==> src/rtl/sbt_pkg.sv <==
// ----------------------------------------------------------------------------
// sbt_pkg: shared types and constants for the bearing-to-target pipeline
// Holds the arctangent table, the fixed angle formats and the sideband flags
// that ride along with each beat.
// ----------------------------------------------------------------------------
`default_nettype none

package sbt_pkg;

  // Guard bits added below the integer offset in the CORDIC datapath
  localparam int GUARD_BITS = 16;
  // Number of entries in the arctangent table
  localparam int ATAN_ENTRIES = 24;
  // Angle accumulator width: 2^32 units per turn
  localparam int ACC_BITS = 32;

  localparam logic [ACC_BITS-1:0] HALF_TURN    = 32'h8000_0000;
  localparam logic [ACC_BITS-1:0] QUARTER_TURN = 32'h4000_0000;

  // Flags that travel with a beat through the pipeline
  typedef struct packed {
    logic left;       // rotated y at or above zero
    logic at_target;  // offset is exactly zero
  } side_t;

  // round(atan(2^-i) * 2^32 / 2pi)
  function automatic logic [ACC_BITS-1:0] atan_lut(input int idx);
    logic [ACC_BITS-1:0] val;
    case (idx)
      0:       val = 32'd536870912;
      1:       val = 32'd316933406;
      2:       val = 32'd167458907;
      3:       val = 32'd85004756;
      4:       val = 32'd42667331;
      5:       val = 32'd21354465;
      6:       val = 32'd10679838;
      7:       val = 32'd5340245;
      8:       val = 32'd2670163;
      9:       val = 32'd1335087;
      10:      val = 32'd667544;
      11:      val = 32'd333772;
      12:      val = 32'd166886;
      13:      val = 32'd83443;
      14:      val = 32'd41722;
      15:      val = 32'd20861;
      16:      val = 32'd10430;
      17:      val = 32'd5215;
      18:      val = 32'd2608;
      19:      val = 32'd1304;
      20:      val = 32'd652;
      21:      val = 32'd326;
      22:      val = 32'd163;
      23:      val = 32'd81;
      default: val = '0;
    endcase
    return val;
  endfunction

endpackage

`default_nettype wire

==> src/rtl/sbt_prep.sv <==
// ----------------------------------------------------------------------------
// sbt_prep: offset and quadrant setup
// Stage one forms the target offset and the negated heading. Stage two scales
// the offset into the datapath, flags a zero offset and folds the rotation
// angle into the right half plane.
// ----------------------------------------------------------------------------
`default_nettype none

module sbt_prep #(
  parameter int COORD_BITS = 20,
  parameter int ANGLE_BITS = 16,
  parameter int DW         = 40
) (
  input  wire logic                                clk_i,
  input  wire logic                                rst_ni,
  input  wire logic                                ce_i,
  input  wire logic                                valid_i,
  input  wire logic signed [COORD_BITS-1:0]        robot_x_i,
  input  wire logic signed [COORD_BITS-1:0]        robot_y_i,
  input  wire logic        [ANGLE_BITS-1:0]        robot_heading_i,
  input  wire logic signed [COORD_BITS-1:0]        goal_x_i,
  input  wire logic signed [COORD_BITS-1:0]        goal_y_i,
  output logic                                     valid_o,
  output logic signed [DW-1:0]                     x_o,
  output logic signed [DW-1:0]                     y_o,
  output logic [sbt_pkg::ACC_BITS-1:0]             z_o,
  output sbt_pkg::side_t                           side_o
);

  localparam int GB  = sbt_pkg::GUARD_BITS;
  localparam int AB  = sbt_pkg::ACC_BITS;
  localparam int EXT = DW - COORD_BITS - 1 - GB;

  // Stage one: offset and negated heading
  logic                         v1_q;
  logic signed [COORD_BITS:0]   dx_q, dx_d;
  logic signed [COORD_BITS:0]   dy_q, dy_d;
  logic [AB-1:0]                z1_q, z1_d;

  assign dx_d = {goal_x_i[COORD_BITS-1], goal_x_i} - {robot_x_i[COORD_BITS-1], robot_x_i};
  assign dy_d = {goal_y_i[COORD_BITS-1], goal_y_i} - {robot_y_i[COORD_BITS-1], robot_y_i};
  assign z1_d = AB'(0) - {robot_heading_i, {(AB-ANGLE_BITS){1'b0}}};

  always_ff @(posedge clk_i or negedge rst_ni) begin
    if (!rst_ni) begin
      v1_q <= 1'b0;
    end else if (ce_i) begin
      v1_q <= valid_i;
    end
  end

  always_ff @(posedge clk_i) begin
    if (ce_i) begin
      dx_q <= dx_d;
      dy_q <= dy_d;
      z1_q <= z1_d;
    end
  end

  // Stage two: scale, zero check, half-turn fold
  logic                 v2_q;
  logic signed [DW-1:0] xs, ys;
  logic signed [DW-1:0] x2_q, x2_d;
  logic signed [DW-1:0] y2_q, y2_d;
  logic [AB-1:0]        zq_sum;
  logic [AB-1:0]        z2_q, z2_d;
  sbt_pkg::side_t       side2_q, side2_d;

  always_comb begin
    xs     = {{EXT{dx_q[COORD_BITS]}}, dx_q, {GB{1'b0}}};
    ys     = {{EXT{dy_q[COORD_BITS]}}, dy_q, {GB{1'b0}}};
    zq_sum = z1_q + sbt_pkg::QUARTER_TURN;
    // z at or past plus a quarter turn, or past minus a quarter turn: rotate by half a turn up front
    if (zq_sum[AB-1]) begin
      x2_d = -xs;
      y2_d = -ys;
      z2_d = z1_q + sbt_pkg::HALF_TURN;
    end else begin
      x2_d = xs;
      y2_d = ys;
      z2_d = z1_q;
    end
    side2_d.left      = 1'b0;
    side2_d.at_target = (dx_q == '0) && (dy_q == '0);
  end

  always_ff @(posedge clk_i or negedge rst_ni) begin
    if (!rst_ni) begin
      v2_q <= 1'b0;
    end else if (ce_i) begin
      v2_q <= v1_q;
    end
  end

  always_ff @(posedge clk_i) begin
    if (ce_i) begin
      x2_q    <= x2_d;
      y2_q    <= y2_d;
      z2_q    <= z2_d;
      side2_q <= side2_d;
    end
  end

  assign valid_o = v2_q;
  assign x_o     = x2_q;
  assign y_o     = y2_q;
  assign z_o     = z2_q;
  assign side_o  = side2_q;

endmodule

`default_nettype wire

==> config.mk <==
export PLATFORM = sky130hd
export DESIGN_NAME = sbt_prep
export DESIGN_NICKNAME = d
export VERILOG_FILES = /design/src/rtl/sbt_pkg.sv /design/src/rtl/sbt_prep.sv
export SDC_FILE = /design/constraint.sdc
export NUM_CORES = 1
export LEC_CHECK = 0
export ABC_AREA = 1
export ABC_CLOCK_PERIOD_IN_PS = 4900
export BUFFER_PORTS_ARGS = -buffer_cell sky130_fd_sc_hd__buf_2
export CAP_MARGIN = 10
export CELL_PAD_IN_SITES_DETAIL_PLACEMENT = 0
export CELL_PAD_IN_SITES_GLOBAL_PLACEMENT = 1
export CORE_MARGIN = 2
export CORE_UTILIZATION = 25
export CTS_CLUSTER_DIAMETER = 40
export DETAILED_ROUTE_END_ITERATION = 8
export GPL_TIMING_DRIVEN = 0
export HOLD_SLACK_MARGIN = 0.06
export PLACE_DENSITY_LB_ADDON = 0.25
export SLEW_MARGIN = 20
export SYNTH_ARGS = -nofsm -noshare
export SYNTH_HDL_FRONTEND = slang
export SYNTH_SLANG_ARGS = --single-unit
==> constraint.sdc <==
create_clock -name clk_i -period 4.9 [get_ports clk_i]
set_clock_uncertainty 0.15 [all_clocks]
set_input_delay 0.49 -clock clk_i [delete_from_list [all_inputs] [get_ports clk_i]]
set_output_delay 0.49 -clock clk_i [all_outputs]
set_load 0.03 [all_outputs]
==> impl_metrics.csv <==
group,metric,value,unit
detailed_routing,dr.pass1.iters,4,
synthesis,muxShareOfSynthArea,0,%
final_layout,area_growth,26.1,%
grt,grt_pass1_wl,35.1,mm
pwr,pwr-share-clk,35.5,%
synthesis,synthTopCellsByCount,"290 x nand2_1, 181 x inv_1, 123 x edfxtp_1, 95 x nor2_1, 72 x nand3_1",
cts,htreeDepth,4,
pwr,p_sw_share,33.1,%
cts,clockRootBuffer,"clkbuf_16",
cts,cts.repair.resized,0,
sta,tns,0,ns
place,gp_congestion,0.811,
sta,setup_viol,0,
synthesis,synth_edf_count,123,
pwr,leakage,0.00539,uW
detailed_routing,drt-total-wl,21.7,mm
place,io_buffers,165,
synthesis,synth_xor_area_share,6.17,%
floorplanning,core.rowCount,67,
sta,post-route-min-period,2.10,ns
floorplanning,start_util,25.4,%
synthesis,netlist.top_cell.by_area,"edfxtp_1",
worst_setup_path,reg2reg_from,"dx_q[1]$_DFFE_PP_",
worst_setup_path,crit_start,"robot_x_i[0]",
cts,clock_latency,0.42,ns
status,status,"finished clean",
grt,grt_use_met2,20.0,%
grt,grt_start_max_net_pins,65,
synthesis,synthCells,1049,
cts,cts_buffers,17,
grt,grt_overflow,0,
detailed_routing,drcViolationCount,0,
synthesis,synth_top_family_by_area,"simple AND/OR/NAND/NOR gates",
detailed_routing,ant_nets,0,
worst_setup_path,cp_num_buf_inv,2,
floorplanning,io-pin-count,215,
worst_setup_path,crit_path_max_fanout,3,
synthesis,ys_seq_area_share,44.0,%
synthesis,synth_compound_area_share,3.60,%
worst_setup_path,path_cells,"buf_2 > ha_1 > fa_1 > inv_1 > nand3_1 > nand3_1 > nand2_1 > nand3_1 > nand2_1 > nand3_1 > nand2_1",
final_layout,nets,1428,
pwr,power_frac_seq,38.9,%
pwr,p_comb_share,25.6,%
job,drv_cap,0,
grt,grt_use_met1,17.4,%
worst_setup_path,rr_endpoint,"x_o[34]$_DFFE_PP_",
synthesis,yosys_most_used_dff,"edfxtp_1",
synthesis,synth_fa_ha_area_share,6.79,%
grt,grt_use_met3,2.50,%
detailed_routing,routed_via_density,3.95,
worst_setup_path,reg2reg_depth,8,
pwr,irDropWorstVdd,0.000229,V
floorplanning,core-area,33500,um2
cts,cts_tree,"done",
worst_setup_path,crit_path_start_kind,"input pin",
grt,grt_pass1_vias,6749,
cts,cts_sinks,125,
synthesis,synth_cell_types,34,
synthesis,synth.avg_cell_area,8.12,um2
cts,cts_buffer_depth,2,
worst_setup_path,arrival,2.12,ns
cts,cts.clk_slew.worst_paths,0.06,ns
pwr,p_int,2490,uW
pwr,p_sw,1230,uW
worst_setup_path,critical-path-slowest-cell,"fa_1",
sta,slew_viol_final,0,
synthesis,yosysMostFrequentCell,"nand2_1",
synthesis,yosys_warnings,0,
synthesis,synth.ff_latch_count,125,
final_layout,drive_gt1_share,22.3,%
final_layout,final_util,32.0,%
pwr,p_per_area,347,nW/um2
floorplanning,dieArea,35600,um2
worst_setup_path,cp-end-kind,"register",
floorplanning,die_w,189,um
hold_path,hold-path-cell-count,1,
place,dp_cells,1711,
sta,finalCritPeriodShare,42.9,%
hold_path,holdCritStartpoint,"robot_heading_i[0]",
sta,maxSlewHeadroom,60.3,%
sta,setup_slack,2.80,ns
worst_setup_path,slowest_delay,0.45,ns
grt,grt-busiest-layer,"met2",
sta,max_freq,476,MHz
sta,hold_violations,0,
worst_setup_path,r2r_slack,3.04,ns
detailed_routing,drtIter0Drc,339,
synthesis,synthArstFlopShare,1.60,%
worst_setup_path,cp_data_required_time,4.91,ns
place,preCtsSetupSlack,2.36,ns
worst_setup_path,worstSetupPathType,"input pin to register",
floorplanning,die_y,189,um
worst_setup_path,path_common_cell,"nand3_1",
worst_setup_path,critPathTopFamily,"simple AND/OR/NAND/NOR gates",
sta,tightest_slew,0.596,ns
final_layout,final_cells,1744,
detailed_routing,vias,6891,
sta,rsz0062_at_grt,"no",
final_layout,num_antenna_cells,0,
synthesis,synth_simple_gate_area_share,26.6,%
grt,antenna_found_initial,0,
detailed_routing,wl_per_cell,12.5,um
worst_setup_path,cp.depth,11,
place,dp_hpwl,17.7,mm
synthesis,yosys.area.top_type_share,43.4,%
worst_setup_path,crit_path_end,"dx_q[12]$_DFFE_PP_",
synthesis,netlist_area,8520,um2
grt,globalRouteTotalUtil,12.5,%
synthesis,synth_area_leaders,"edfxtp_1 43%, nand2_1 13%, inv_1 8.0%",
hold_path,hp-class,"input pin to register",
==> cell usage in the layout, fill, tap and decap left out, drive strengths merged <==
cell type / count
o21ai: 7
clkbuf: 19
a21oi: 40
ha: 43
bufinv: 3
clkinv: 1
inv: 189
nand2: 303
nand3b: 3
edfxtp: 123
xor2: 48
nand4: 11
buf: 220
dfrtp: 2
nor2: 107
dlygate4sd3: 1
nand3: 76
conb: 49
nor3: 19
o21bai: 8
or2: 1
xnor2: 12
and2: 4
clkinvlp: 4
fa: 2
nor4: 1
==> worst min-delay path by stage <==
stage / end / slack (ns)
finish: z1_q[16]$_DFFE_PP_ / 0.12
global route: z1_q[16]$_DFFE_PP_ / 0.10
CTS: z1_q[16]$_DFFE_PP_ / 0.10
detailed placement: v1_q$_DFFE_PN0P_ / 0.13
global placement: v1_q$_DFFE_PN0P_ / 0.12
floorplan: v1_q$_DFFE_PN0P_ / 0.04
==> kinds of logic after synthesis <==
| kind of cell | after synthesis |
|---|---|
| flip-flops | 125 |
| other | 1 |
| AND/OR/NAND/NOR | 525 |
| buffers and inverters | 238 |
| XOR/XNOR | 60 |
| adder cells (fa/ha/maj) | 45 |
| AO/OA/AOI/OAI | 55 |
==> flip-flops by register name (all words and copies together) (netlist names), 16 cells and up <==
signal  flops
z1_q       16
x_o        24
z_o        16
dx_q       21
dy_q       21
y_o        24
==> layer usage <==
layer | wire length (um) | part of all wire, %
met1 | 11100 | 51
met2 | 9450 | 44
met3 | 917 | 4.2
met4 | 213 | 0.98
met5 | 0 | 0
==> through the flow <==
step | total power, uW | area [um2] | hold slack [ns]
final | 3720 | 10700 | 0.123
after global routing | 3940 | 10700 | 0.104
after CTS | 3780 | 10700 | 0.102
after detailed placement | 2440 | 10100 | 0.127
after global placement | 2430 | 10100 | 0.125
after floorplan | 2120 | 8700 | 0.0444
==> power groups by stage <==
stage	clock [uW]	combinational, uW	sequential, uW
floorplan	0	520	1600
global placement	0	959	1470
detailed placement	0	964	1470
CTS	1360	968	1450
global route	1400	1070	1460
finish	1320	954	1450
==> repair_timing <==
item / CTS / global route
hold buffers: 1 / 0
endpoints found under the hold margin: 2 / 0
setup buffers: 0 / 0
==> area by class of cell <==
type / count / area, um2
clock buffers: 18 / 429
fillers: 3635 / 22800
flip-flops and latches: 125 / 3740
inverters: 183 / 687
multi-input cells: 734 / 3860
clock inverters: 14 / 184
plain buffers: 55 / 409
well taps: 448 / 561
repair buffers: 167 / 870
No activity file was read; power rests on OpenSTA's default activity.
