--- src/rtl/sbt_pkg.sv ---
// ----------------------------------------------------------------------------
// sbt_pkg: shared types and constants for the bearing-to-target pipeline
// Holds the arctangent table, the fixed angle formats and the sideband flags
// that ride along with each beat.
// ----------------------------------------------------------------------------
`default_nettype none

package sbt_pkg;

  // Guard bits added below the integer offset in the CORDIC datapath
  localparam int GUARD_BITS = 16;
  // Number of entries in the arctangent table
  localparam int ATAN_ENTRIES = 24;
  // Angle accumulator width: 2^32 units per turn
  localparam int ACC_BITS = 32;

  localparam logic [ACC_BITS-1:0] HALF_TURN    = 32'h8000_0000;
  localparam logic [ACC_BITS-1:0] QUARTER_TURN = 32'h4000_0000;

  // Flags that travel with a beat through the pipeline
  typedef struct packed {
    logic left;       // rotated y at or above zero
    logic at_target;  // offset is exactly zero
  } side_t;

  // round(atan(2^-i) * 2^32 / 2pi)
  function automatic logic [ACC_BITS-1:0] atan_lut(input int idx);
    logic [ACC_BITS-1:0] val;
    case (idx)
      0:       val = 32'd536870912;
      1:       val = 32'd316933406;
      2:       val = 32'd167458907;
      3:       val = 32'd85004756;
      4:       val = 32'd42667331;
      5:       val = 32'd21354465;
      6:       val = 32'd10679838;
      7:       val = 32'd5340245;
      8:       val = 32'd2670163;
      9:       val = 32'd1335087;
      10:      val = 32'd667544;
      11:      val = 32'd333772;
      12:      val = 32'd166886;
      13:      val = 32'd83443;
      14:      val = 32'd41722;
      15:      val = 32'd20861;
      16:      val = 32'd10430;
      17:      val = 32'd5215;
      18:      val = 32'd2608;
      19:      val = 32'd1304;
      20:      val = 32'd652;
      21:      val = 32'd326;
      22:      val = 32'd163;
      23:      val = 32'd81;
      default: val = '0;
    endcase
    return val;
  endfunction

endpackage

`default_nettype wire

--- src/rtl/sbt_cordic_stage.sv ---
// ----------------------------------------------------------------------------
// sbt_cordic_stage: one registered CORDIC micro-rotation
// Rotation mode steers by the sign of the angle, vectoring mode by the sign
// of y. A counterclockwise step always subtracts the table angle.
// ----------------------------------------------------------------------------
`default_nettype none

module sbt_cordic_stage #(
  parameter int DW     = 40,
  parameter int SHIFT  = 0,
  parameter bit VECTOR = 1'b0
) (
  input  wire logic                         clk_i,
  input  wire logic                         rst_ni,
  input  wire logic                         ce_i,
  input  wire logic                         valid_i,
  input  wire logic signed [DW-1:0]         x_i,
  input  wire logic signed [DW-1:0]         y_i,
  input  wire logic [sbt_pkg::ACC_BITS-1:0] z_i,
  input  wire sbt_pkg::side_t               side_i,
  output logic                              valid_o,
  output logic signed [DW-1:0]              x_o,
  output logic signed [DW-1:0]              y_o,
  output logic [sbt_pkg::ACC_BITS-1:0]      z_o,
  output sbt_pkg::side_t                    side_o
);

  localparam int AB = sbt_pkg::ACC_BITS;
  localparam logic [AB-1:0] ATAN = sbt_pkg::atan_lut(SHIFT);

  logic                 valid_q;
  logic signed [DW-1:0] x_q, x_d;
  logic signed [DW-1:0] y_q, y_d;
  logic [AB-1:0]        z_q, z_d;
  sbt_pkg::side_t       side_q;
  logic signed [DW-1:0] xsh, ysh;
  logic                 ccw;

  // Floor shifts, then add or subtract by direction
  always_comb begin
    xsh = x_i >>> SHIFT;
    ysh = y_i >>> SHIFT;
    ccw = VECTOR ? y_i[DW-1] : ~z_i[AB-1];
    if (ccw) begin
      x_d = x_i - ysh;
      y_d = y_i + xsh;
      z_d = z_i - ATAN;
    end else begin
      x_d = x_i + ysh;
      y_d = y_i - xsh;
      z_d = z_i + ATAN;
    end
  end

  always_ff @(posedge clk_i or negedge rst_ni) begin
    if (!rst_ni) begin
      valid_q <= 1'b0;
    end else if (ce_i) begin
      valid_q <= valid_i;
    end
  end

  always_ff @(posedge clk_i) begin
    if (ce_i) begin
      x_q    <= x_d;
      y_q    <= y_d;
      z_q    <= z_d;
      side_q <= side_i;
    end
  end

  assign valid_o = valid_q;
  assign x_o     = x_q;
  assign y_o     = y_q;
  assign z_o     = z_q;
  assign side_o  = side_q;

endmodule

`default_nettype wire

--- config.mk ---
export PLATFORM = sky130hd
export DESIGN_NAME = sbt_cordic_stage
export DESIGN_NICKNAME = d
export VERILOG_FILES = /design/src/rtl/sbt_pkg.sv /design/src/rtl/sbt_cordic_stage.sv
export SDC_FILE = /design/constraint.sdc
export NUM_CORES = 1
export LEC_CHECK = 0
export ABC_AREA = 1
export BUFFER_PORTS_ARGS = -buffer_cell sky130_fd_sc_hd__clkbuf_2
export CORE_AREA = 2 2 221 244
export CTS_BUF_LIST = sky130_fd_sc_hd__clkbuf_4
export DETAILED_ROUTE_END_ITERATION = 8
export DIE_AREA = 0 0 223 246
export PLACE_DENSITY_LB_ADDON = 0.12
export SLEW_MARGIN = 20
export SYNTH_ARGS = -nofsm -noshare
export SYNTH_HDL_FRONTEND = slang
export SYNTH_SLANG_ARGS = --single-unit
--- constraint.sdc ---
create_clock -name clk_i -period 1.02 [get_ports clk_i]
set_input_delay 0.204 -clock clk_i [delete_from_list [all_inputs] [get_ports clk_i]]
set_output_delay 0.204 -clock clk_i [all_outputs]
set_load 0.005 [all_outputs]
==> impl_summary.md, run 1 <==
Outcome
The flow ran to the end, but the final reports show violations. The checks that failed: negative setup slack.

Timing
Across all setup checks in the final design, the least slack found is -578 ps. The total count of hold-check failures in the final report is 0. Adding up every negative setup slack in the final design gives -71360 ps. The worst-case clock skew is 0 ps.

Setup violations remaining at the end of the flow were counted as approximately 190. Based on the critical path, the design can be clocked at up to ~0.63 GHz. At the pin with the least slew margin, the transition time is 451 ps. The final max-slew violation count is 0. In this run the tightest slew margin relative to its limit is 0.699. The tightest hold path in the finished design has a slack of 52.4 ps. The time the final worst path needs with I/O delays and setup is about 1600 ps. Setup repair after global routing could not meet its margin everywhere. The part of the cycle the worst path needs is 1.57.

Worst setup path
Data arrives at the worst endpoint at around 1400 ps. Together, buffers and inverters on the worst path number 1. The sort of element at the start of the critical path is a register.

The category of cells accounting for the largest share of critical-path delay is flip-flops. The delay of the slowest cell on the worst path is ~480 ps. For the worst setup path, the data required time is between 800 and 900 ps. For this design, the slowest cell found on the critical path is sky130_fd_sc_hd__edfxtp_1. The element type at the critical path end is an output port. By startpoint and endpoint, the worst setup path is classified as reg -> out. The highest fanout seen on the critical path is 1. The signal on the critical path passes through clkbuf_2.

Routing
For this block, the routed nets add up to 62700 um of wire. Once detail routing completed, the nets flagged for antenna violations numbered 0. In the final routed layout, each cell accounts on average for between 15 and 20 um. The total via count in the routed design is between 15000 and 20000.

The number of detailed-route iterations in the first pass is 5. The number of remaining DRC errors is 0. The routed via count divided by cell count is between 4 and 5. The starting DRC count in detailed routing is between 700 and 800.

Floorplanning
The floorplan step set the die width to 223 um. The die is approximately 250 um tall. The core outline area is 52300 um^2. The top-level port count is approximately 230. The initial utilization of the core area, before any placement, comes to 0.248. The floorplan has about 90 rows. The floorplan step defined a die boundary enclosing 54900 um^2.

Power and ir drop
The overall power after layout is approximately 24 mW. For this design the static power due to leakage is between 10 and 15 nW. The worst voltage drop across the vdd grid is between 0.6 and 0.7 mV. The power per cell area is about 950 nW/um^2.

Synth
After synthesis, the netlist uses 44 different library cells. The Yosys warning count is 0. The synthesized area per cell is 6.65 um^2. The most area-hungry cell type in the Yosys netlist is sky130_fd_sc_hd__edfxtp_1.

After technology mapping, the gate count stands at just under 2000. The synthesized netlist occupies a cell area of 13000 um^2. The proportion of netlist area held by the largest area contributor is 0.262.

In this run, synthesis produced a sequential element count of between 100 and 150. Of all flip-flops after synthesis, the portion carrying an async set or reset was 0.00877. The post-synthesis sequential area ratio is 0.263. In this run, synthesis inferred 113 flip-flops with an integrated enable. In the synthesized netlist the dominant register cell turns out to be sky130_fd_sc_hd__edfxtp_1. The net count after synthesis is 2201. After synthesis, the cell types taking the most area are sky130_fd_sc_hd__edfxtp_1 26%, sky130_fd_sc_hd__nand2_1 16%, sky130_fd_sc_hd__ha_1 12%, sky130_fd_sc_hd__inv_1 8.4%, sky130_fd_sc_hd__nand3_1 6.6%.

Clocking
The maximum root-to-sink buffer count is 2. The clock tree from TritonCTS is built. CTS built an H-tree with a depth of 4. The clock input transition at the sequential cells of the worst setup and hold paths is 170 ps.

CTS placed an instance of sky130_fd_sc_hd__clkbuf_4 at the clock tree root. The clock net sink count is 114. The clock insertion delay at the later pin of the skew report is around 720 ps. In this run, CTS created clock tree buffers numbering 17.

Finish
After routing the design area is approximately 25000 um^2. The area growth from synthesis to layout is 94.1%. Counting the fill cells in the layout gives 5050.

The most frequent standard cell in the layout excluding fill and tap cells is sky130_fd_sc_hd__buf_4. The net total in the final layout is about 3000. Leaving out fill and tap cells, the most frequent cells in the layout are 449 x sky130_fd_sc_hd__buf_4, 301 x sky130_fd_sc_hd__nand2_1, 194 x sky130_fd_sc_hd__inv_1. Of the cells placed in the final design, the portion with a size suffix greater than 1 is 0.615.

The combined area of the multi-input logic cells is 12300 um^2. Summing all flip-flop and latch instances after layout gives about 3400 um^2.

Global routing
The largest net degree at the start of global routing is 40. The via count of the first global-routing pass is between 15000 and 20000. The wire length of the first global-routing pass is about 91000 um.

The aggregate global routing overflow is 0. In the global route stage, overall resource usage came out at 0.221. The number of antenna violations at the first check in global routing was 2.

Placed design
The count of buffers from port buffering is ~230. The wire-length estimate of the detail-placed layout is ~50000 um. At the end of routability-driven placement, the weighted congestion stood at 0.973. In this run the cell area measured after placement is approximately 19000 um^2.

Hold path
The worst hold path belongs to the class in -> reg.

Run
Max-cap violations in this run came to 0.
[per-layer routing]
layer | vias up | routed length [um] | track usage
met4 | 0 | 2030 | 0.0839
met1 | 7572 | 28000 | 0.283
li1 | 7890 | - | -
met3 | 86 | 2010 | 0.0279
met2 | 331 | 30600 | 0.379
met5 | - | 0 | 0
[worst paths after layout]
kind | slack (ps) | depth (start not counted) | start | to
worst min register to register | 570 | 1 | valid_o | valid_o
worst min-delay path | 50 | 3 | y_i[1] | x_o[1]
max in group asynchronous | 610 | 3 | rst_ni | valid_o
worst max-delay path | -580 | 1 | y_o[14] | y_o[14]
worst max register to register | 240 | 1 | valid_o | valid_o
min in group asynchronous | 320 | 3 | rst_ni | valid_o
[final cells by class]
class                      count  area share
antenna                        3    0.000298
clock buffer                  17     0.00507
clock inverter                15     0.00532
inverter                     305      0.0521
multi-input combinational   1477       0.488
sequential                   114       0.136
tap                          675      0.0335
timing repair buffer         839       0.280
[registers in the layout, summed over array words and instances (netlist names)]
| register | flops |
|---|---|
| y_o | 39 |
| x_o | 40 |
| valid_o | 1 |
| side_o | 2 |
| z_o | 32 |
[through the flow]
step                 util  instances  setup WS (ps)
global route        0.482       3445           -658
CTS                 0.431       3368           -703
detailed placement  0.363       3226          -1440
finish              0.482       3445           -578
floorplan               -       1950           -755
global placement    0.363       3226          -1430
[logic make-up (layout without fill, tap and decap cells)]
group | count (synthesis) | in the layout | share of synthesized area
AND/OR/NAND/NOR | 1006 | 1006 | 0.341
AO/OA/AOI/OAI | 307 | 307 | 0.126
other | 0 | 3 | 0
adder cells (fa/ha/maj) | 133 | 133 | 0.131
multiplexers | 3 | 3 | 0.00241
XOR/XNOR | 28 | 28 | 0.0189
buffers and inverters | 359 | 1176 | 0.118
flip-flops | 114 | 114 | 0.263
[power breakdown]
part | switching [mW] | internal, mW
sequential | 0.223 | 5.90
clock | 2.42 | 1.22
combinational | 7.68 | 6.49
total | 10.3 | 13.6
[cell usage after synthesis (5+ instances only)]
cell type	count
sky130_fd_sc_hd__nor2_1	147
sky130_fd_sc_hd__buf_6	8
sky130_fd_sc_hd__a21oi_2	6
sky130_fd_sc_hd__o22ai_1	9
sky130_fd_sc_hd__nand3_1	172
sky130_fd_sc_hd__clkbuf_1	6
sky130_fd_sc_hd__inv_2	15
sky130_fd_sc_hd__nand2_2	26
sky130_fd_sc_hd__o21bai_1	9
sky130_fd_sc_hd__o21ai_0	110
sky130_fd_sc_hd__nand4_1	11
sky130_fd_sc_hd__nand3_2	8
sky130_fd_sc_hd__nor2_2	40
sky130_fd_sc_hd__nand3b_1	5
sky130_fd_sc_hd__a31oi_1	5
sky130_fd_sc_hd__edfxtp_1	113
sky130_fd_sc_hd__buf_4	29
sky130_fd_sc_hd__a21oi_1	140
sky130_fd_sc_hd__nand2_1	558
sky130_fd_sc_hd__buf_2	11
sky130_fd_sc_hd__ha_1	129
sky130_fd_sc_hd__o21ai_1	19
sky130_fd_sc_hd__inv_1	289
sky130_fd_sc_hd__xor2_1	28
sky130_fd_sc_hd__nor2_4	9
sky130_fd_sc_hd__nor3_1	12
[repair_timing]
item	CTS	global route
cloned	0	1
resized for setup	572	531
setup endpoints to repair	189	191
hold buffers	42	0
hold endpoints to repair	117	0
buffers inserted	73	86
pin swaps	269	320
Note: power is estimated with default switching activity, not from simulation.
==> inputs of run 2 (changes only) <==
==> constraint.sdc (replaced) <==
create_clock -name clk_i -period 1.02 [get_ports clk_i]
set_input_delay 0.102 -clock clk_i [delete_from_list [all_inputs] [get_ports clk_i]]
set_output_delay 0.102 -clock clk_i [all_outputs]
set_load 0.005 [all_outputs]
==> run 2 against run 1 <==
Compared with the run above: the flow still finishes with violations (negative setup slack); wire length shrank 1.8%; hold slack worse by 33 ps; final area is 0.90% lower; critical endpoint is now y_o[32]; largest cell class unchanged.
==> impl_summary.md, run 2 (synthesized netlist as in run 1, its figures left out) <==
Worst setup path
The worst path arrival time is 1880 ps (+490 ps). STA classifies the critical path endpoint as a register. The startpoint identified for the worst register-to-register timing path is valid_o.

The path depth of the worst reg2reg path is 1 (unchanged). In this run the critical register-to-register path is captured at valid_o. The register-to-register setup slack is 260 ps (+20 ps). The highest fanout seen on the critical path is 6 (+5). STA classifies the critical path startpoint as an input pin. The critical path required time is 1440 ps (+620 ps). The critical setup path kind is in -> reg.

Global routing
The via count of the first global-routing pass is 15893 (+0.23%). The number of antenna violations at the first check in global routing is 1 (-1). The global router's overall resource usage was 0.219 (-0.00174).

The wire length of the first global-routing pass was 90900 um (about the same). The aggregate global routing overflow was 0 (unchanged). The largest net degree at the start of global routing came to 27 (-33%).

Clocking
The number of clock buffers inserted by TritonCTS was 17 (unchanged). The clock insertion delay at the later pin of the skew report is 640 ps (-80 ps). The post-cts hold buffer count is 40 (-4.8%). The root buffer cell chosen for the clock tree is sky130_fd_sc_hd__clkbuf_4. TritonCTS built the clock tree.

The maximum root-to-sink buffer count is 2 (unchanged). The H-tree level count was 4 (unchanged). The clock net sink count came to 114 (unchanged). The clock input transition at the sequential cells of the worst setup and hold paths was 140 ps (-30 ps).

Floorplanning
The die area is 54900 um^2 (unchanged). The core outline area is 52300 um^2 (unchanged). The horizontal extent of the die is 223 um (unchanged).

The top-level port count is 233 (unchanged). The die height was 246 um (unchanged). The number of standard-cell rows in the floorplan is 88 (unchanged). The initial core utilization is 0.248 (unchanged).

Timing
The total count of hold-check failures in the final report is 0 (unchanged). The worst hold margin came to 19.3 ps (-33.1 ps). The worst-case clock skew is 0 ps (unchanged). The maximum achievable frequency is 0.686 GHz (+9.6%). The part of the cycle the worst path needs is 1.43 (-0.138).

Setup repair after global routing could not meet its margin everywhere. The time the final worst path needs with I/O delays and setup was 1460 ps (-141 ps). The final count of negative-setup-slack endpoints is 186 (-1.1%).

The relative max-transition margin is 0.675 (-0.0238). The worst path setup slack after routing is -437 ps (+141 ps). The slew at the pin closest to its max-slew limit is 482 ps (+30.5 ps). The final max-slew violation count is 0 (unchanged).

Finish
The register area came to 3420 um^2 (unchanged). The post-route cell area came to 25000 um^2 (-0.90%). In the layout the commonest cells are 433 x sky130_fd_sc_hd__buf_4, 318 x sky130_fd_sc_hd__nand2_1, 200 x sky130_fd_sc_hd__inv_1.

The utilization of the core after routing is 0.477 (-0.00435). The number of flip-flops in the largest register came to 40 (unchanged). The post-layout instance count excluding filler cells is 3424 (-0.61%). The layout-stage area growth over the synthesis result is 92.3%.

The combined area of the multi-input logic cells is 12300 um^2 (-0.18%). The proportion of layout cells with a drive suffix above 1 was 0.599 (-0.0161). The net total in the final layout is 2986 (-0.63%). The layout filler cell count is 5141 (+1.8%). The library cell used most frequently in the layout, excluding fill and tap cells, is sky130_fd_sc_hd__buf_4.

Power and ir drop
The worst voltage drop across the vdd grid is 0.653 mV (+8.9%). The reported leakage power was 11.8 nW (-1.7%). The power per cell area is 958 nW/um^2 (+0.83%).

Run
The number of max-cap violations is 0 (unchanged).

Outcome
The checks that failed: negative setup slack. The run finished, with violations left.

Placed design
The post-placement worst setup slack is -1290 ps (+144 ps). The count of buffers from port buffering is 232 (unchanged). The number of placed instances with taps included is 3240 (+0.43%). The HPWL after detailed placement came to 50200 um (+0.71%). The cell area after placement came to 19100 um^2 (+0.68%). The placer congestion estimate is 0.966 (-0.68%).

Routing
The routed via count divided by cell count is 4.58 (-0.74%). The post-route antenna net violation count is 0 (unchanged). The total via count in the routed design is 15666 (-1.3%).

The total detailed-routing wirelength came to 61600 um (-1.8%). The starting DRC count in detailed routing is 758 (+0.13%). The routed length per placed instance was 18.0 um (-1.2%). The number of remaining DRC errors is 0 (unchanged). The number of detailed-route iterations in the first pass is 5 (unchanged).

Hold path
The end point of the worst hold path is y_o[1]. The cell depth of the worst hold path is 3 (unchanged). The startpoint identified for the worst hold timing path is x_i[1]. In this run the worst hold path is classified as in -> reg.
run 2: worst max-delay path, stage by stage:
cell                      delay (ps)
sky130_fd_sc_hd__buf_4           130
sky130_fd_sc_hd__inv_2            70
sky130_fd_sc_hd__ha_4            220
sky130_fd_sc_hd__a21oi_1         370
sky130_fd_sc_hd__buf_4           180
sky130_fd_sc_hd__o21ai_1         100
sky130_fd_sc_hd__a21oi_2         220
sky130_fd_sc_hd__nor2_1           70
sky130_fd_sc_hd__nor2_1          160
sky130_fd_sc_hd__nand3_1         100
sky130_fd_sc_hd__nand3_1         100
sky130_fd_sc_hd__nand2_1          50
run 2: final cells by class:
| cell class | count | share of cell area |
|---|---|---|
| Multi-Input combinational cell | 1477 | 0.492 |
| Timing Repair Buffer | 820 | 0.273 |
| Sequential cell | 114 | 0.137 |
| Inverter | 305 | 0.0532 |
| Tap cell | 675 | 0.0338 |
| Clock inverter | 15 | 0.00592 |
| Clock buffer | 17 | 0.00511 |
| Antenna cell | 1 | 0.000100 |
run 2: worst max-delay path by stage:
stage / start / slack, ps / end
after global routing: y_i[27] / -490 / x_o[39]
after CTS: y_o[34] / -450 / y_o[34]
after floorplan: y_i[0] / -650 / y_o[28]
final: x_i[21] / -440 / y_o[32]
after global placement: y_i[0] / -1250 / y_o[28]
after detailed placement: y_i[0] / -1290 / y_o[28]
run 2: power by group:
| part | switching, mW | total [mW] | internal, mW |
|---|---|---|---|
| combinational | 7.61 | 14.0 | 6.42 |
| sequential | 0.224 | 6.12 | 5.90 |
| clock | 2.48 | 3.75 | 1.27 |
run 2: stage by stage:
step,TNS [ps],power (mW)
2_1_floorplan,-39800,11.3
3_3_place_gp,-82530,16.4
3_5_place_dp,-83320,16.5
4_1_cts,-51100,22.5
5_1_grt,-58730,25.3
6_report,-47920,23.9
run 2: layer usage:
metal,up-vias,share of wire,track usage
met5,-,0,0
li1,7834,-,-
met4,0,0.020,0.0628
met3,49,0.032,0.0196
met2,290,0.50,0.381
met1,7493,0.45,0.289
run 2: repair_timing:
item | in CTS | in global routing
buffers inserted | 68 | 65
gates resized for setup | 630 | 450
hold endpoints to repair | 79 | 1
endpoints found under the setup margin | 188 | 189
pin swaps | 256 | 283
