--- src/rtl/sbt_pkg.sv ---
// ----------------------------------------------------------------------------
// sbt_pkg: shared types and constants for the bearing-to-target pipeline
// Holds the arctangent table, the fixed angle formats and the sideband flags
// that ride along with each beat.
// ----------------------------------------------------------------------------
`default_nettype none

package sbt_pkg;

  // Guard bits added below the integer offset in the CORDIC datapath
  localparam int GUARD_BITS = 16;
  // Number of entries in the arctangent table
  localparam int ATAN_ENTRIES = 24;
  // Angle accumulator width: 2^32 units per turn
  localparam int ACC_BITS = 32;

  localparam logic [ACC_BITS-1:0] HALF_TURN    = 32'h8000_0000;
  localparam logic [ACC_BITS-1:0] QUARTER_TURN = 32'h4000_0000;

  // Flags that travel with a beat through the pipeline
  typedef struct packed {
    logic left;       // rotated y at or above zero
    logic at_target;  // offset is exactly zero
  } side_t;

  // round(atan(2^-i) * 2^32 / 2pi)
  function automatic logic [ACC_BITS-1:0] atan_lut(input int idx);
    logic [ACC_BITS-1:0] val;
    case (idx)
      0:       val = 32'd536870912;
      1:       val = 32'd316933406;
      2:       val = 32'd167458907;
      3:       val = 32'd85004756;
      4:       val = 32'd42667331;
      5:       val = 32'd21354465;
      6:       val = 32'd10679838;
      7:       val = 32'd5340245;
      8:       val = 32'd2670163;
      9:       val = 32'd1335087;
      10:      val = 32'd667544;
      11:      val = 32'd333772;
      12:      val = 32'd166886;
      13:      val = 32'd83443;
      14:      val = 32'd41722;
      15:      val = 32'd20861;
      16:      val = 32'd10430;
      17:      val = 32'd5215;
      18:      val = 32'd2608;
      19:      val = 32'd1304;
      20:      val = 32'd652;
      21:      val = 32'd326;
      22:      val = 32'd163;
      23:      val = 32'd81;
      default: val = '0;
    endcase
    return val;
  endfunction

endpackage

`default_nettype wire

--- src/rtl/sbt_finish.sv ---
// ----------------------------------------------------------------------------
// sbt_finish: angle rounding, sign and output register
// Rounds the 32-bit angle to the output resolution, folds it to a signed
// bearing and holds the result beat until the sink takes it. Also produces
// the shared pipeline advance.
// ----------------------------------------------------------------------------
`default_nettype none

module sbt_finish #(
  parameter int ANGLE_BITS = 16
) (
  input  wire logic                         clk_i,
  input  wire logic                         rst_ni,
  input  wire logic                         valid_i,
  input  wire logic [sbt_pkg::ACC_BITS-1:0] acc_i,
  input  wire sbt_pkg::side_t               side_i,
  input  wire logic                         ready_i,
  output logic                              adv_o,
  output logic                              valid_o,
  output logic signed [ANGLE_BITS:0]        turn_angle_o,
  output logic                              at_target_o
);

  localparam int AB = sbt_pkg::ACC_BITS;
  localparam logic [AB-1:0]         RND  = AB'(1) << (AB - 1 - ANGLE_BITS);
  localparam logic [ANGLE_BITS-1:0] HALF = ANGLE_BITS'(1) << (ANGLE_BITS - 1);

  logic                     out_valid_q;
  logic signed [ANGLE_BITS:0] angle_q, angle_d;
  logic                     at_q;
  logic [AB-1:0]            acc_rnd;
  logic [ANGLE_BITS-1:0]    v;
  logic [ANGLE_BITS-1:0]    mag;
  logic                     load;

  // Round half up, then fold to magnitude and apply the side
  always_comb begin
    acc_rnd = acc_i + RND;
    v       = acc_rnd[AB-1 -: ANGLE_BITS];
    mag     = v[ANGLE_BITS-1] ? (ANGLE_BITS'(0) - v) : v;
    if (side_i.at_target) begin
      angle_d = '0;
    end else if (v == HALF) begin
      // exactly behind reads as plus half a turn
      angle_d = signed'({1'b0, HALF});
    end else if (side_i.left) begin
      angle_d = signed'({1'b0, mag});
    end else begin
      angle_d = -signed'({1'b0, mag});
    end
  end

  // Output slot is free, drained, or the last stage holds a bubble
  assign load  = ready_i || !out_valid_q;
  assign adv_o = load || !valid_i;

  always_ff @(posedge clk_i or negedge rst_ni) begin
    if (!rst_ni) begin
      out_valid_q <= 1'b0;
    end else if (load) begin
      out_valid_q <= valid_i;
    end
  end

  always_ff @(posedge clk_i) begin
    if (load) begin
      angle_q <= angle_d;
      at_q    <= side_i.at_target;
    end
  end

  assign valid_o      = out_valid_q;
  assign turn_angle_o = angle_q;
  assign at_target_o  = at_q;

endmodule

`default_nettype wire
--- config.mk ---
export PLATFORM = sky130hd
export DESIGN_NAME = sbt_finish
export DESIGN_NICKNAME = d
export VERILOG_FILES = /design/src/rtl/sbt_pkg.sv /design/src/rtl/sbt_finish.sv
export SDC_FILE = /design/constraint.sdc
export NUM_CORES = 1
export LEC_CHECK = 0
export ABC_AREA = 1
export BUFFER_PORTS_ARGS = -buffer_cell sky130_fd_sc_hd__buf_2
export CAP_MARGIN = 20
export CORE_MARGIN = 4
export CORE_UTILIZATION = 41
export DETAILED_ROUTE_END_ITERATION = 10
export GPL_ROUTABILITY_DRIVEN = 0
export PLACE_DENSITY = 0.68
export SLEW_MARGIN = 40
export SYNTH_ARGS = -nofsm -noshare
export SYNTH_HDL_FRONTEND = slang
export SYNTH_SLANG_ARGS = --single-unit
--- constraint.sdc ---
create_clock -name clk_i -period 1.3 [get_ports clk_i]
set_clock_uncertainty 0.15 [all_clocks]
set_input_delay 0.195 -clock clk_i [delete_from_list [all_inputs] [get_ports clk_i]]
set_output_delay 0.195 -clock clk_i [all_outputs]
set_load 0.03 [all_outputs]
==> impl_metrics.toml, run 1 <==
[outcome]
outcome = "complete, but fails checks"
violations = "hold timing, setup timing"

[timing]
rsz0062_at_grt = "yes"
worst_pin_slew_ps = 389
hold_slack_ps = -5.69
slew_headroom = 0.741
fin_crit_sh = 1.77
fin_crit_ps = 2300
setup_viol = 17
layout_setup_ws_ps = -998
hold_viol_final = 1
maxSlewViolCount = 0
max_freq_mhz = 435
setup-tns-final_ps = -14420

[logic_synthesis]
yosys_warnings = 0
ys.flop_type = "edfxtp_1"
synth_nets = 386
synthTopCellsByArea = "edfxtp_1 (26%), nand2_1 (22%), nand3_1 (9.2%)"
ys_ff_latch = 19
synth_commonest_cells = "nand2_1 (119), inv_1 (47), nand3_1 (38)"
synth_top_area_cell = "edfxtp_1"
synthesis.area_mm2 = 0.00207
async_reset_ff_frac = 0.0526
syn_area_per_cell_um2 = 6.00
yosysMostFrequentCell = "nand2_1"
synth_top_area_frac = 0.261
synth_edf_count = 18
ys_seq_area_frac = 0.273
yosysUniqueCellTypes = 31
syn_inst = 345

[routing]
drtIter0Drc = 102
num_vias = 2638
drt_wl_total_um = 6400
routedWlPerCell_um = 11.7
drc = 0
dr.pass1.iters = 4
vias_per_cell = 4.84
ant_nets = 0

[clocking]
htree_levels = 1
clkSlewWorstSetupHoldPaths_ps = 70
cts_tree = "yes"
cts_buffers = 3
cts_buffer_depth = 2
cts_sinks = 19
clk-insertion-delay-late_ps = 250
cts-root-buf = "clkbuf_8"

[power_and_ir_drop]
cellPowerDensity_mw_per_mm2 = 627
power_mw = 2.28
p_leak_nw = 1.79
max-vdd-ir-drop_v = 0.000458

[critical_path]
cp_common_cell = "nand2_1"
critPathTopFamily = "simple AND/OR/NAND/NOR gates"
critPathSlowestCell = "ha_4"
crit_buf_inv = 3
critPathLaunchType = "input port"
path_class = "in2reg"
crit_path_max_incr_delay_ps = 170
worst-path-max-fanout = 4
crit_arrival_ps = 2160
worstPathRequired_ps = 1160
end_kind = "flip-flop"
worstPathCellList = "buf_8 -> ha_4 -> inv_1 -> nand2_1 -> nand2_2 -> nand2_1 -> nor2_4 -> nand3_2 -> nor2_2 -> nand3_2 -> nand2_1 -> nand2_1 -> nand2_1 -> inv_1 -> nor2_1 -> nand2_1 -> nand2_2 -> a21oi_2 -> nor2_1 -> nor2_1"

[global_route]
grt_overflow_total = 0
grt_use_total = 0.179
antenna_found_initial = 0
grt_pass1_vias = 2301
grt_max_degree = 20
grt_pass1_wl_um = 9320

[finish]
drive_above_1_share = 0.548
stdcell_area_mm2 = 0.00364
post-route-util = 0.756
fill_cells = 361
n_antenna_cell = 0
final_cells = 545
nets = 520
area_growth_pct = 76.0

[die]
die_h_um = 79.1
core_mm2 = 0.00482
die_x_um = 79.1
rows = 25
dieArea_mm2 = 0.00625
start_util = 0.430
io_pins = 58

[placement]
port_buffers = 42
hpwl_um = 4450
dp_cells = 521
preCtsSetupSlack_ps = -1410
post_dp_cell_area_mm2 = 0.00297

[hold_path]
hp-class = "in2reg"

[run]
cap_viol_max_count = 0
-- what timing repair did --
action | in CTS | in global routing
setup endpoints to repair | 18 | 18
hold buffers | 1 | 0
pin swaps | 28 | 35
endpoints found under the hold margin | 1 | 0
setup buffers | 6 | 15
gates resized for setup | 49 | 82
gates cloned | 0 | 1
-- flip-flops by register name, indices dropped and copies added (netlist names) --
name	flops
valid_o	1
at_target_o	1
turn_angle_o	17
-- final timing paths --
path	startpoint	to	slack, ps	cells past startpoint
setup / recovery	acc_i[15]	turn_angle_o[15]$_SDFFCE_PP0P_	-1000	20
hold / removal	valid_i	valid_o$_DFFE_PN0P_	-6	3
setup reg to reg	valid_o$_DFFE_PN0P_	at_target_o$_DFFE_PP_	100	2
hold reg to reg	valid_o$_DFFE_PN0P_	valid_o$_DFFE_PN0P_	630	3
max in group asynchronous	rst_ni	valid_o$_DFFE_PN0P_	820	2
min in group asynchronous	rst_ni	valid_o$_DFFE_PN0P_	100	2
-- final cells by class --
class | count | area (um^2) | area share
tap | 67 | 83.8 | 0.0230
clock buffer | 4 | 45.0 | 0.0124
inverter | 50 | 198 | 0.0543
multi-input combinational | 273 | 1800 | 0.493
sequential | 19 | 566 | 0.155
timing repair buffer | 132 | 956 | 0.262
-- logic make-up (layout without fill, tap and decap cells) --
| group | Yosys count | in the layout | synth area share |
|---|---|---|---|
| AOI/OAI and AO/OA | 34 | 34 | 0.0943 |
| xor gates and xnor gates | 1 | 1 | 0.00423 |
| adders and majority gates | 3 | 3 | 0.0181 |
| buffers and inverters | 54 | 186 | 0.104 |
| DFF | 19 | 19 | 0.273 |
| and+or+nand+nor | 234 | 235 | 0.506 |
-- where the power goes --
group          total, mW  internal [mW]  switching (mW)
combinational       1.13          0.470           0.657
clock              0.402          0.218           0.185
sequential         0.754          0.742          0.0124
total               2.28           1.43           0.854
-- placed cells by master (no fill, tap or decap), types with 9 or more instances in the layout --
| master | n |
|---|---|
| nor2_4 | 24 |
| edfxtp_1 | 18 |
| nand2_2 | 35 |
| nor2_2 | 10 |
| nor2_1 | 15 |
| inv_1 | 38 |
| nand3_2 | 12 |
| buf_2 | 38 |
| buf_4 | 81 |
| nand2_4 | 9 |
| nand2_1 | 87 |
| nand3_1 | 23 |
-- worst reg2reg max path, stage by stage (launching register included) --
cell and delay (ps):
dfrtp_1 400, buf_4 150, nand2_4 200
-- per-layer routing --
metal,GRT usage,part of all wire
met1,0.209,0.41
met2,0.343,0.54
met3,0.00907,0.036
met4,0.0619,0.015
met5,0,0
Power figures use the tool's default switching activity.
==> inputs of run 2 (changes only) <==
--- a/config.mk
+++ b/config.mk
@@ -10,6 +10,7 @@
 export CAP_MARGIN = 20
 export CORE_MARGIN = 4
 export CORE_UTILIZATION = 41
+export CTS_BUF_LIST = sky130_fd_sc_hd__clkbuf_8
 export DETAILED_ROUTE_END_ITERATION = 10
 export GPL_ROUTABILITY_DRIVEN = 0
 export PLACE_DENSITY = 0.68
==> impl_metrics.toml, run 2 (synthesized netlist as in run 1, its figures left out) <==
[critical_path]
critPathLaunchType = "input port"
worst-path-max-fanout = 4
worstReg2RegStart = "valid_o$_DFFE_PN0P_"
end_kind = "flip-flop"
crit_arrival_ps = 2160
rr_worst_depth = 2
worstPathRequired_ps = 1160
rr_endpoint = "at_target_o$_DFFE_PP_"
rrSetupSlack_ps = 100
path_class = "in2reg"

[die]
die_x_um = 79.1
core_mm2 = 0.00482
io_pins = 58
die_h_um = 79.1
rows = 25
dieArea_mm2 = 0.00625
start_util = 0.430

[global_route]
antenna_found_initial = 0
grt_pass1_vias = 2301
grt_max_degree = 20
grt_use_total = 0.179
grt_pass1_wl_um = 9320
grt_overflow_total = 0

[clocking]
cts_tree = "yes"
htree_levels = 1
cts-root-buf = "clkbuf_8"
clkSlewWorstSetupHoldPaths_ps = 70
cts_sinks = 19
cts_buffer_depth = 2
clk-insertion-delay-late_ps = 250
cts_buffers = 3

[routing]
ant_nets = 0
num_vias = 2645
routedWlPerCell_um = 11.8
vias_per_cell = 4.85
drc = 0
drt_wl_total_um = 6410
drtIter0Drc = 102
dr.pass1.iters = 4

[finish]
nets = 520
post-route-util = 0.756
area_growth_pct = 76.0
drive_above_1_share = 0.548
largest_reg_flops = 17
layout.cells.most_common = "nand2_1"
n_antenna_cell = 0
layout_common_cells = "nand2_1 (87), buf_4 (81), inv_1 (39)"
fill_cells = 361

[timing]
rsz0062_at_grt = "yes"
setup_viol = 17
setup-tns-final_ps = -14420
slew_headroom = 0.740
hold_viol_final = 1
maxSlewViolCount = 0
worst_pin_slew_ps = 389
fin_crit_sh = 1.77
max_freq_mhz = 435
layout_setup_ws_ps = -997
hold_slack_ps = -5.56
fin_crit_ps = 2300

[outcome]
violations = "hold timing, setup timing"
outcome = "complete, but fails checks"

[power_and_ir_drop]
cellPowerDensity_mw_per_mm2 = 625
p_leak_nw = 1.79
max-vdd-ir-drop_v = 0.000458

[placement]
hpwl_um = 4450
port_buffers = 42

[hold_path]
hp-class = "in2reg"
hold_path_startpoint = "valid_i"
hold_path_end = "valid_o$_DFFE_PN0P_"
holdPathStages = 3

[run]
cap_viol_max_count = 0
[run 2: worst max-delay path by stage]
stage / slack (ps) / endpoint / start
final: -1000 / turn_angle_o[15]$_SDFFCE_PP0P_ / acc_i[15]
after global routing: -1210 / turn_angle_o[15]$_SDFFCE_PP0P_ / acc_i[15]
after CTS: -900 / turn_angle_o[15]$_SDFFCE_PP0P_ / acc_i[15]
after detailed placement: -1410 / turn_angle_o[8]$_SDFFCE_PP0P_ / acc_i[16]
after global placement: -1320 / turn_angle_o[13]$_SDFFCE_PP0P_ / acc_i[16]
after floorplan: -1120 / turn_angle_o[12]$_SDFFCE_PP0P_ / acc_i[16]
[run 2: through the flow]
step / cells / power, mW / hold WS, ps / instance area [um^2] / worst slack [ps]
floorplan: 345 / 1.30 / -251 / 2160 / -1120
global placement: 521 / 1.64 / -181 / 2970 / -1320
detailed placement: 521 / 1.66 / -176 / 2970 / -1410
CTS: 532 / 2.12 / 1.69 / 3250 / -901
global route: 545 / 2.40 / 30.7 / 3640 / -1210
finish: 545 / 2.28 / -5.56 / 3640 / -997
[run 2: cell type report]
class	instances	area (um^2)	share of cell area
Sequential cell	19	566	0.155
Inverter	50	198	0.0543
Clock buffer	3	41.3	0.0113
Clock inverter	1	3.75	0.00103
Timing Repair Buffer	132	956	0.262
Multi-Input combinational cell	273	1800	0.493
Tap cell	67	83.8	0.0230
[run 2: layer usage]
| metal | wire (um) | track usage |
|---|---|---|
| met1 | 2590 | 0.209 |
| met3 | 252 | 0.00907 |
| met2 | 3470 | 0.343 |
| met4 | 101 | 0.0619 |
| met5 | 0 | 0 |
[run 2: power breakdown]
group          switching (mW)  leakage [nW]  internal, mW
logic                   0.657          1.56         0.470
registers              0.0124         0.200         0.742
clock network           0.185        0.0269         0.210
[run 2: timing repair]
action,CTS,global route
pin swaps,28,35
resized for setup,49,82
endpoints found under the setup margin,18,18
hold buffers,1,0
cloned,0,1
buffers inserted,6,15
hold endpoints to repair,1,0
[run 2: critical path, stage by stage]
cell,delay (ps)
buf_8,100
ha_4,170
inv_1,60
nand2_1,60
nand2_2,110
nand2_1,100
nor2_4,160
nand3_2,100
nor2_2,160
nand3_2,120
nand2_1,70
nand2_1,40
nand2_1,110
inv_1,80
nor2_1,110
nand2_1,100
nand2_2,100
a21oi_2,70
nor2_1,110
nor2_1,50
==> inputs of run 3 (changes only) <==
--- a/config.mk
+++ b/config.mk
@@ -5,15 +5,14 @@
 export SDC_FILE = /design/constraint.sdc
 export NUM_CORES = 1
 export LEC_CHECK = 0
-export ABC_AREA = 1
+export ABC_AREA = 0
 export BUFFER_PORTS_ARGS = -buffer_cell sky130_fd_sc_hd__buf_2
-export CAP_MARGIN = 20
 export CORE_MARGIN = 4
-export CORE_UTILIZATION = 41
+export CORE_UTILIZATION = 47
 export CTS_BUF_LIST = sky130_fd_sc_hd__clkbuf_8
 export DETAILED_ROUTE_END_ITERATION = 10
 export GPL_ROUTABILITY_DRIVEN = 0
-export PLACE_DENSITY = 0.68
+export PLACE_DENSITY = 0.74
 export SLEW_MARGIN = 40
 export SYNTH_ARGS = -nofsm -noshare
 export SYNTH_HDL_FRONTEND = slang
==> impl_metrics.toml, run 3 <==
[logic_synthesis]
syn_area_per_cell_um2 = 8.45
yosys_warnings = 0
synth_commonest_cells = "nor2_1 (32), xnor2_1 (29), edfxtp_1 (18)"
synth_edf_count = 18
async_reset_ff_frac = 0.0526
synthesis.area_mm2 = 0.00237
ys_ff_latch = 19
syn_inst = 280
yosysMostFrequentCell = "nor2_1"
synth_top_area_frac = 0.228
yosysUniqueCellTypes = 63
synth_top_area_cell = "edfxtp_1"
ys_seq_area_frac = 0.239
ys.flop_type = "edfxtp_1"
synthTopCellsByArea = "edfxtp_1 (23%), xnor2_1 (11%), nor2_1 (5.1%)"
synth_nets = 321

[timing]
setup_viol = 17
fin_crit_ps = 2790
hold_viol_final = 0
hold_slack_ps = 84.8
rsz0062_at_grt = "yes"
layout_setup_ws_ps = -1490
worst_pin_slew_ps = 506
fin_crit_sh = 2.15
max_freq_mhz = 358
slew_headroom = 0.660
maxSlewViolCount = 0

[clocking]
cts_tree = "yes"
clkSlewWorstSetupHoldPaths_ps = 70
cts_sinks = 19
cts_buffers = 3
clk-insertion-delay-late_ps = 260
htree_levels = 1
cts_buffer_depth = 2
cts-root-buf = "clkbuf_8"

[die]
dieArea_mm2 = 0.00624
core_mm2 = 0.00479
start_util = 0.495
rows = 25
io_pins = 58
die_h_um = 79.0
die_x_um = 79.0

[placement]
preCtsSetupSlack_ps = -1790
port_buffers = 42
hpwl_um = 5020

[hold_path]
holdPathStages = 2
hold_path_startpoint = "side_i[0]"
hold_path_end = "at_target_o$_DFFE_PP_"
hp-class = "in2reg"

[routing]
dr.pass1.iters = 4
drtIter0Drc = 120
routedWlPerCell_um = 14.5
ant_nets = 0
vias_per_cell = 5.56
drc = 0
drt_wl_total_um = 7060
num_vias = 2700

[critical_path]
crit_path_max_incr_delay_ps = 300
crit_arrival_ps = 2660
worstPathCellList = "buf_8 -> buf_4 -> buf_4 -> a21bo_2 -> a41o_1 -> buf_4 -> buf_4 -> a21oi_2 -> o211ai_2 -> o22a_2 -> nor3_4 -> nand3_2 -> o21bai_4 -> mux2_4"
critPathSlowestCell = "o22a_2"
rrSetupSlack_ps = 170
worstPathRequired_ps = 1160
critPathTopFamily = "compound AO/OA/AOI/OAI gates"
rr_worst_depth = 1
crit_buf_inv = 5
cp_common_cell = "buf_4"
critPathLaunchType = "input port"
worstReg2RegStart = "valid_o$_DFFE_PN0P_"
worst-path-max-fanout = 6
rr_endpoint = "turn_angle_o[2]$_SDFFCE_PP0P_"
crit_cells = 14
path_class = "in2reg"
end_kind = "flip-flop"

[power_and_ir_drop]
cellPowerDensity_mw_per_mm2 = 636
power_mw = 2.42
max-vdd-ir-drop_v = 0.000409
p_leak_nw = 1.61

[global_route]
grt_pass1_wl_um = 11100
grt_overflow_total = 0
grt_max_degree = 20
grt_use_total = 0.213
antenna_found_initial = 0
grt_pass1_vias = 2521

[finish]
layout_common_cells = "buf_4 (107), buf_2 (37), nor2_1 (31)"
area_growth_pct = 60.6
fill_cells = 320
largest_reg_flops = 17
layout.cells.most_common = "buf_4"
post-route-util = 0.795
drive_above_1_share = 0.513
n_antenna_cell = 0
nets = 461

[run]
cap_viol_max_count = 0

[outcome]
outcome = "complete, but fails checks"
violations = "setup timing"
[run 3: changes by cell type after synthesis, moves of 6 or more]
cell	change
nand2_1	-103
clkbuf_1	+6
nor2_2	-9
nor4_1	+6
nand2_2	-10
xnor2_1	+28
nand3_1	-23
nand2b_1	+6
inv_1	-42
xor2_1	+12
[run 3: area by class of cell]
class	count	area, um^2	area share
Tap cell	67	83.8	0.0220
Clock buffer	3	41.3	0.0109
Timing Repair Buffer	153	1100	0.290
Sequential cell	19	566	0.149
Inverter	5	18.8	0.00494
Clock inverter	1	3.75	0.000987
Multi-Input combinational cell	238	1990	0.522
[run 3: through the flow]
stage	instances	setup TNS, ps	cell area, um^2
global route	486	-24530	3800
floorplan	280	-23180	2560
detailed placement	462	-27460	3400
finish	486	-22650	3800
global placement	462	-26480	3400
CTS	480	-21600	3680
[run 3: how the worst max path moves through the flow]
stage | from | to | slack, ps
6_report | acc_i[15] | turn_angle_o[11]$_SDFFCE_PP0P_ | -1490
5_1_grt | acc_i[15] | turn_angle_o[11]$_SDFFCE_PP0P_ | -1580
4_1_cts | acc_i[16] | turn_angle_o[11]$_SDFFCE_PP0P_ | -1450
3_5_place_dp | acc_i[16] | turn_angle_o[11]$_SDFFCE_PP0P_ | -1790
3_3_place_gp | acc_i[16] | turn_angle_o[15]$_SDFFCE_PP0P_ | -1730
2_1_floorplan | acc_i[15] | turn_angle_o[11]$_SDFFCE_PP0P_ | -1630
[run 3: power by group]
part / internal (mW) / switching (mW) / leakage [nW] / total, mW
Clock: 0.210 / 0.181 / 0.0269 / 0.391
Sequential: 0.754 / 0.0150 / 0.201 / 0.769
Combinational: 0.583 / 0.676 / 1.38 / 1.26
Total: 1.55 / 0.872 / 1.61 / 2.42
[run 3: routing by layer]
layer / share of wire / routed length (um) / GRT usage
met1: 0.42 / 2930 / 0.262
met4: 0.026 / 187 / 0.0533
met2: 0.50 / 3540 / 0.402
met3: 0.057 / 402 / 0.0136
met5: 0 / 0 / 0
[run 3: cells by family (layout without fill, tap and decap cells)]
logic type	Yosys count	in the layout	share of synthesized area
buffers and inverters	23	162	0.0481
and+or+nand+nor	126	126	0.314
muxes	6	6	0.0275
DFF	19	19	0.239
adders and majority gates	3	3	0.0159
xor gates and xnor gates	42	42	0.159
AOI/OAI and AO/OA	61	61	0.197
[run 3: what timing repair did]
action / 4_1_cts / 5_1_grt
endpoints found under the hold margin: 2 / 0
setup endpoints to repair: 18 / 18
hold buffers: 2 / 0
resized for setup: 28 / 15
buffers inserted: 12 / 6
pin swaps: 21 / 12
